==> src/design/ccr_pkg.sv <==
// ----------------------------------------------------------------------------
// ccr_pkg
// Shared constants, datapath command codes and control/status types for the
// closed-ring Catmull-Rom point evaluator.
// ----------------------------------------------------------------------------
`default_nettype none

package ccr_pkg;

    localparam int MAX_POINTS = 64;
    localparam int FRAC_BITS  = 16;
    localparam int SCR_SHIFT  = FRAC_BITS + 13;

    localparam int PT_AW  = $clog2(MAX_POINTS);
    localparam int CNT_W  = $clog2(MAX_POINTS + 1);
    localparam int SEG_W  = 6;
    localparam int MOD_CW = $clog2(SEG_W);

    localparam int CFG_IDX_W  = 3;
    localparam int CFG_DATA_W = 16;

    localparam int MUL_W  = 20;
    localparam int PROD_W = 2 * MUL_W;
    localparam int Q_W    = MUL_W;
    localparam int ACC_W  = 36;
    localparam int DL_W   = 18;
    localparam int MAP_W  = 38;
    localparam int X_W    = 58;
    localparam int RZ_W   = 26;

    localparam logic [CFG_IDX_W-1:0] REG_POINT_COUNT   = 3'd0;
    localparam logic [CFG_IDX_W-1:0] REG_CAMERA_X      = 3'd1;
    localparam logic [CFG_IDX_W-1:0] REG_CAMERA_Y      = 3'd2;
    localparam logic [CFG_IDX_W-1:0] REG_ZOOM_FACTOR   = 3'd3;
    localparam logic [CFG_IDX_W-1:0] REG_WINDOW_WIDTH  = 3'd4;
    localparam logic [CFG_IDX_W-1:0] REG_WINDOW_HEIGHT = 3'd5;
    localparam logic [CFG_IDX_W-1:0] REG_ROAD_WIDTH    = 3'd6;
    localparam logic [CFG_IDX_W-1:0] REG_MARKER_WIDTH  = 3'd7;

    typedef enum logic [5:0] {
        OP_NOP,
        OP_LATCH,
        OP_MOD,
        OP_RD0,
        OP_RD1,
        OP_RD2,
        OP_RD3,
        OP_RZ,
        OP_C1X,
        OP_C2X,
        OP_C1Y,
        OP_C2Y,
        OP_CULL,
        OP_TT,
        OP_TTT,
        OP_Q,
        OP_SX0,
        OP_SX1,
        OP_SX2,
        OP_SX3,
        OP_SY0,
        OP_SY1,
        OP_SY2,
        OP_SY3,
        OP_D,
        OP_XL,
        OP_XH,
        OP_YL,
        OP_YH,
        OP_VIEW,
        OP_OUT
    } ccr_op_t;

    typedef struct packed {
        ccr_op_t op;
        logic    skip;
    } ccr_cmd_t;

    typedef struct packed {
        logic empty;
        logic cull;
    } ccr_stat_t;

endpackage

`default_nettype wire

==> src/design/ccr_ctrl.sv <==
// ----------------------------------------------------------------------------
// ccr_ctrl
// Controller: accepts beats, sequences the datapath through modulo, ring
// reads, cull test, basis, weighted sums, mapping and view test, and hands off the result.
// ----------------------------------------------------------------------------
`default_nettype none

module ccr_ctrl
    import ccr_pkg::*;
(
    input  wire logic      clk,
    input  wire logic      rst_n,
    input  wire logic      in_valid,
    input  wire logic      mode,
    output logic           in_ready,
    output logic           out_valid,
    input  wire logic      out_ready,
    output ccr_cmd_t       cmd,
    input  wire ccr_stat_t stat
);

    typedef enum logic [5:0] {
        S_IDLE, S_MOD,
        S_RD0, S_RD1, S_RD2, S_RD3,
        S_RZ, S_C1X, S_C2X, S_C1Y, S_C2Y, S_CDRN, S_CULL, S_CHK,
        S_TT, S_TW0, S_TTT, S_TW1, S_Q,
        S_SX0, S_SX1, S_SX2, S_SX3, S_SY0, S_SY1, S_SY2, S_SY3, S_SDRN,
        S_D, S_XL, S_XH, S_YL, S_YH, S_XDRN, S_VIEW, S_DONE
    } state_t;

    state_t              state_reg;
    state_t              state_next;
    logic [MOD_CW-1:0]   cnt_reg;
    logic [MOD_CW-1:0]   cnt_next;
    logic                skip_reg;
    logic                skip_next;
    logic                out_valid_reg;
    logic                out_valid_next;

    assign in_ready  = (state_reg == S_IDLE);
    assign out_valid = out_valid_reg;

    always_comb
    begin
        state_next     = state_reg;
        cnt_next       = cnt_reg;
        skip_next      = skip_reg;
        out_valid_next = out_valid_reg && !out_ready;
        cmd.op         = OP_NOP;
        cmd.skip       = skip_reg;
        unique case (state_reg)
            S_IDLE:
            begin
                if (in_valid)
                begin
                    cmd.op = OP_LATCH;
                    if (mode)
                    begin
                        cnt_next = '0;
                        if (stat.empty)
                        begin
                            skip_next  = 1'b1;
                            state_next = S_DONE;
                        end
                        else
                        begin
                            skip_next  = 1'b0;
                            state_next = S_MOD;
                        end
                    end
                end
            end
            S_MOD:
            begin
                cmd.op = OP_MOD;
                if (cnt_reg == MOD_CW'(SEG_W - 1))
                    state_next = S_RD0;
                else
                    cnt_next = cnt_reg + MOD_CW'(1);
            end
            S_RD0:  begin cmd.op = OP_RD0;  state_next = S_RD1;  end
            S_RD1:  begin cmd.op = OP_RD1;  state_next = S_RD2;  end
            S_RD2:  begin cmd.op = OP_RD2;  state_next = S_RD3;  end
            S_RD3:  begin cmd.op = OP_RD3;  state_next = S_RZ;   end
            S_RZ:   begin cmd.op = OP_RZ;   state_next = S_C1X;  end
            S_C1X:  begin cmd.op = OP_C1X;  state_next = S_C2X;  end
            S_C2X:  begin cmd.op = OP_C2X;  state_next = S_C1Y;  end
            S_C1Y:  begin cmd.op = OP_C1Y;  state_next = S_C2Y;  end
            S_C2Y:  begin cmd.op = OP_C2Y;  state_next = S_CDRN; end
            S_CDRN: state_next = S_CULL;
            S_CULL: begin cmd.op = OP_CULL; state_next = S_CHK;  end
            S_CHK:
            begin
                if (stat.cull)
                begin
                    skip_next  = 1'b1;
                    state_next = S_DONE;
                end
                else
                    state_next = S_TT;
            end
            S_TT:   begin cmd.op = OP_TT;   state_next = S_TW0;  end
            S_TW0:  state_next = S_TTT;
            S_TTT:  begin cmd.op = OP_TTT;  state_next = S_TW1;  end
            S_TW1:  state_next = S_Q;
            S_Q:    begin cmd.op = OP_Q;    state_next = S_SX0;  end
            S_SX0:  begin cmd.op = OP_SX0;  state_next = S_SX1;  end
            S_SX1:  begin cmd.op = OP_SX1;  state_next = S_SX2;  end
            S_SX2:  begin cmd.op = OP_SX2;  state_next = S_SX3;  end
            S_SX3:  begin cmd.op = OP_SX3;  state_next = S_SY0;  end
            S_SY0:  begin cmd.op = OP_SY0;  state_next = S_SY1;  end
            S_SY1:  begin cmd.op = OP_SY1;  state_next = S_SY2;  end
            S_SY2:  begin cmd.op = OP_SY2;  state_next = S_SY3;  end
            S_SY3:  begin cmd.op = OP_SY3;  state_next = S_SDRN; end
            S_SDRN: state_next = S_D;
            S_D:    begin cmd.op = OP_D;    state_next = S_XL;   end
            S_XL:   begin cmd.op = OP_XL;   state_next = S_XH;   end
            S_XH:   begin cmd.op = OP_XH;   state_next = S_YL;   end
            S_YL:   begin cmd.op = OP_YL;   state_next = S_YH;   end
            S_YH:   begin cmd.op = OP_YH;   state_next = S_XDRN; end
            S_XDRN: state_next = S_VIEW;
            S_VIEW: begin cmd.op = OP_VIEW; state_next = S_DONE; end
            S_DONE:
            begin
                // hold until the result register is free
                if (!out_valid_reg || out_ready)
                begin
                    cmd.op         = OP_OUT;
                    out_valid_next = 1'b1;
                    state_next     = S_IDLE;
                end
            end
            default: state_next = S_IDLE;
        endcase
    end

    always_ff @(posedge clk or negedge rst_n)
    begin
        if (!rst_n)
        begin
            state_reg     <= S_IDLE;
            cnt_reg       <= '0;
            skip_reg      <= 1'b0;
            out_valid_reg <= 1'b0;
        end
        else
        begin
            state_reg     <= state_next;
            cnt_reg       <= cnt_next;
            skip_reg      <= skip_next;
            out_valid_reg <= out_valid_next;
        end
    end

    a_load_shows_result: assert property (@(posedge clk) disable iff (!rst_n)
        (cmd.op == OP_OUT) |=> out_valid_reg)
        else $error("result loaded but not presented");

endmodule

`default_nettype wire

==> config.mk <==
export PLATFORM = sky130hd
export DESIGN_NAME = ccr_ctrl
export DESIGN_NICKNAME = d
export VERILOG_FILES = /design/src/design/ccr_pkg.sv /design/src/design/ccr_ctrl.sv
export SDC_FILE = /design/constraint.sdc
export NUM_CORES = 1
export LEC_CHECK = 0
export BUFFER_PORTS_ARGS = -buffer_cell sky130_fd_sc_hd__buf_2
export CAP_MARGIN = 20
export CORE_MARGIN = 5
export CORE_UTILIZATION = 50
export DETAILED_ROUTE_END_ITERATION = 12
export PLACE_DENSITY = 0.76
export SYNTH_ARGS = -nofsm -noshare
export SYNTH_HDL_FRONTEND = slang
export SYNTH_SLANG_ARGS = --single-unit
==> constraint.sdc <==
create_clock -name clk -period 2.6 [get_ports clk]
set_input_delay 0.52 -clock clk [delete_from_list [all_inputs] [get_ports clk]]
set_output_delay 0.52 -clock clk [all_outputs]
set_load 0.02 [all_outputs]
# Word-level counts from Yosys, hierarchy flattened

Index checks and enable logic that the tools add are counted.

Output and inout bits: 9
Register bits: 11
Bits of input ports: 7
Logic and storage cells: 78

Add/sub/neg operators: 1
Reductions and logical operators: 10
Equality and inequality tests: 42
Multiplexer cells: 21

Operator list:

| operator            | number |
|---|---|
| $pmux 6 s36         | 1 |
| $pmux 5 s30         | 1 |
| $eq 6x5->1 const B  | 16 |
| $eq 6x4->1 const B  | 8 |
| $mux 6              | 6 |
| $eq 6x3->1 const B  | 4 |
| $eq 6x6->1 const B  | 4 |
| $eq 6x2->1 const B  | 2 |
| $ne 2x2->1 const B  | 6 |
| $reduce_and 4->1    | 3 |
| $mux 3              | 3 |
| $mux 1              | 7 |
| $eq 6x1->1 const B  | 1 |
| $logic_not 6->1     | 1 |
| $pmux 3 s2          | 1 |
| $mux 5              | 1 |
| $reduce_bool 2->1   | 2 |
| $add 3x1->3 const B | 1 |
| $eq 3x3->1 const B  | 1 |
| $logic_not 1->1     | 2 |
| $pmux 1 s2          | 1 |
| $logic_and 1x1->1   | 1 |
| $logic_or 1x1->1    | 1 |

# Depth between registers and ports, before layout

Depth after elaboration: 4
Depth in mapped cells: 6
Mapped depth without buffers: 6

# Least setup slack after synthesis

OpenSTA, ideal clock, no wires.

Kind: reg-to-output
Start point: register state_reg[3]
End point: output cmd[1] (netlist name)
Data arrival time: 1.530 ns
Slack: 0.550 ns
Required time: 2.080 ns
Stages on the path, launching flop included: 5
Path buffers: 0
Cells stage by stage: dfrtp_1 or4_4 nor3_4 nand2_1 o211ai_1

RTL lines:

| what                   | RTL line        | RTL |
|---|---|---|
| start, declared        | ccr_ctrl.sv:31  | `state_t state_reg;` |
| start signal, assigned | ccr_ctrl.sv:148 | `state_reg <= state_next;` |
| end, declared          | ccr_ctrl.sv:18  | `output ccr_cmd_t cmd,` |

==> impl_metrics.tcl <==
set metrics [dict create \
    status "complete, no violations" \
    finalWorstSetupSlack_ns 0.162 \
    grt_pass1_vias 892 \
    htree_levels 1 \
    drive_above_1_share 0.241 \
    ys_types 47 \
    power_mw 1.50 \
    cts_buffer_depth 2 \
    grt_max_degree 23 \
    syn-cell-area_um2 995 \
    fin_crit_sh 0.938 \
    worstSkewPairLatency_ns 0.28 \
    finalHoldViolations 0 \
    cap_violations 0 \
    dpl_worst_slack_ns 0.387 \
    clock_sinks 11 \
    fmaxAchievable_mhz 410 \
    crit_slowest_cell "dfrtp_1" \
    grt_use_met3 0.0109 \
    worstMarginPinSlew_ns 0.503 \
    drc 0 \
    grt_use_total 0.187 \
    layout_common_cells "buf_2, a21oi_1, dfrtp_1" \
    syn_avg_cell_area_um2 7.89 \
    layout_commonest_cell "buf_2" \
    ys_warn_count 0 \
    rsz0062_at_grt "no" \
    cp.required_ns 2.08 \
    cts_tree "yes" \
    ant_nets 0 \
    cp_max_fo 9 \
    n_antenna_cell 0 \
    fin_area_um2 1110 \
    period_needed_ns 2.44 \
    fp.dieH_um 54.6 \
    drt_iter0_drc 16 \
    slowest_delay_ns 0.52 \
    die_w_um 54.6 \
    grt.met1_usage 0.225 \
    grt-busiest-layer "met2" \
    via_per_inst 5.90 \
    use_met2 0.321 \
    area_growth_syn_to_layout_pct 11.6 \
    hp-class "in -> async" \
    syn_nets 135 \
    async_flop_share 1.00 \
    cp.depth 6 \
    startpoint_type "flop" \
    synth-edff-count 0 \
    largest_register_ffs 6 \
    core_um2 1920 \
    place_area_um2 1070 \
    start_util 0.518 \
    numPortBuffers 14 \
    gp_congestion 0.813 \
    cts_root_buf "clkbuf_4" \
    dr.pass1.iters 4 \
    synthCells 126 \
    power_density_nw_per_um2 1350 \
    crit_family "flip-flops" \
    path_cells "buf_4 > nor4b_2 > nand4_1 > o21a_1 > o21ai_1 > buf_2" \
    relSlewSlack 0.662 \
    ff2ff_path_depth 5 \
    overflow 0 \
    synth-seq-cells 11 \
    fp.dieArea_um2 2980 \
    cts_inserted_buffers 3 \
    cp_num_buf_inv 2 \
    rows 16 \
    ys.flop_type "dfrtp_1" \
    crit_arrival_ns 1.92 \
    tns_ns 0 \
    setup_viol 0 \
    place_hpwl_um 1810 \
    grt_pass1_wl_um 4000 \
    setup.worst_path.end_class "output pin" \
    power.leakage_nw 0.485 \
    io_pins 16 \
    routed_wl_um 2360 \
    via_count 967 \
    finClkSkew_ns 0.00860 \
    seq_area_frac_synth 0.277 \
    antenna_found_initial 0 \
    clkTransAtPathRegs_ns 0.08 \
    vdd_drop_max_uv 710 \
    finalMaxSlewViolations 0 \
    nNetsFinal 147 \
    wire_per_inst_um 14.4 \
    crit_type "reg -> out" \
]
-- metal layers --
layer | share of wire | wire length, um
met4 | 0.023 | 54
met2 | 0.49 | 1170
met5 | 0 | 0
met1 | 0.45 | 1050
met3 | 0.036 | 86
-- power by group --
part | internal, mW | switching (mW) | total (mW)
Sequential | 0.245 | 0.133 | 0.378
Combinational | 0.421 | 0.583 | 1.00
Clock | 0.0571 | 0.0631 | 0.120
-- what timing repair did --
item | in CTS | in global routing
hold buffers | 0 | 0
setup buffers | 0 | 0
setup endpoints to repair | 0 | 3
resized for setup | 0 | 3
-- final timing paths --
check / from / endpoint / slack [ns]
worst max-delay path: state_reg[5] / cmd[4] / 0.16
max in group asynchronous: rst_n / state_reg[4] / 2.29
worst min-delay path: rst_n / cnt_reg[1] / 0.09
worst min register to register: cnt_reg[1] / cnt_reg[1] / 0.55
worst max register to register: state_reg[2] / cnt_reg[0] / 0.64
min in group clk: stat[1] / skip_reg / 0.48
-- cells by family (layout without fill, tap and decap cells) --
family | count (synthesis) | in the layout | synth area share
AO/OA/AOI/OAI | 40 | 40 | 0.263
XOR/XNOR | 2 | 2 | 0.0176
adder cells (fa/ha/maj) | 2 | 2 | 0.0252
buffers and inverters | 19 | 30 | 0.0931
flip-flops | 11 | 11 | 0.277
multiplexers | 1 | 1 | 0.0113
other | 1 | 1 | 0.00377
AND/OR/NAND/NOR | 50 | 50 | 0.309
-- through the flow --
step           std cells   util  hold slack (ns)
2_1_floorplan        126      -            0.224
3_3_place_gp         160  0.559            0.402
3_5_place_dp         160  0.559            0.404
4_1_cts              164  0.573            0.106
5_1_grt              164  0.577            0.107
6_report             164  0.577           0.0920
-- synthesized netlist by cell type (all sizes together), types with 2 or more instances --
cell type | n | area [um2]
o211ai | 2 | 15.0
o22ai | 2 | 12.5
nand2 | 9 | 33.8
a211o | 2 | 17.5
ha | 2 | 25.0
nand4 | 3 | 18.8
nor4b | 2 | 17.5
nand2b | 6 | 37.5
nor2b | 4 | 25.0
inv | 6 | 22.5
or2 | 2 | 12.5
o21a | 2 | 15.0
nor4 | 2 | 25.0
o21bai | 3 | 22.5
xor2 | 2 | 17.5
buf | 9 | 55.0
o31ai | 2 | 15.0
nor2 | 7 | 26.3
clkbuf | 4 | 15.0
dfrtp | 11 | 275
nor3b | 2 | 20.0
o21ai | 8 | 40.0
a21oi | 10 | 50.1
nand3 | 6 | 35.0
nor3 | 3 | 26.3
-- area by class of cell --
type,instances,area [um2]
Tap cell,27,33.8
Multi-Input combinational cell,96,634
Clock inverter,1,5.00
Sequential cell,11,277
Fill cell,196,812
Inverter,6,22.5
Clock buffer,3,22.5
Timing Repair Buffer,20,115
No activity file was read; power rests on OpenSTA's default activity.
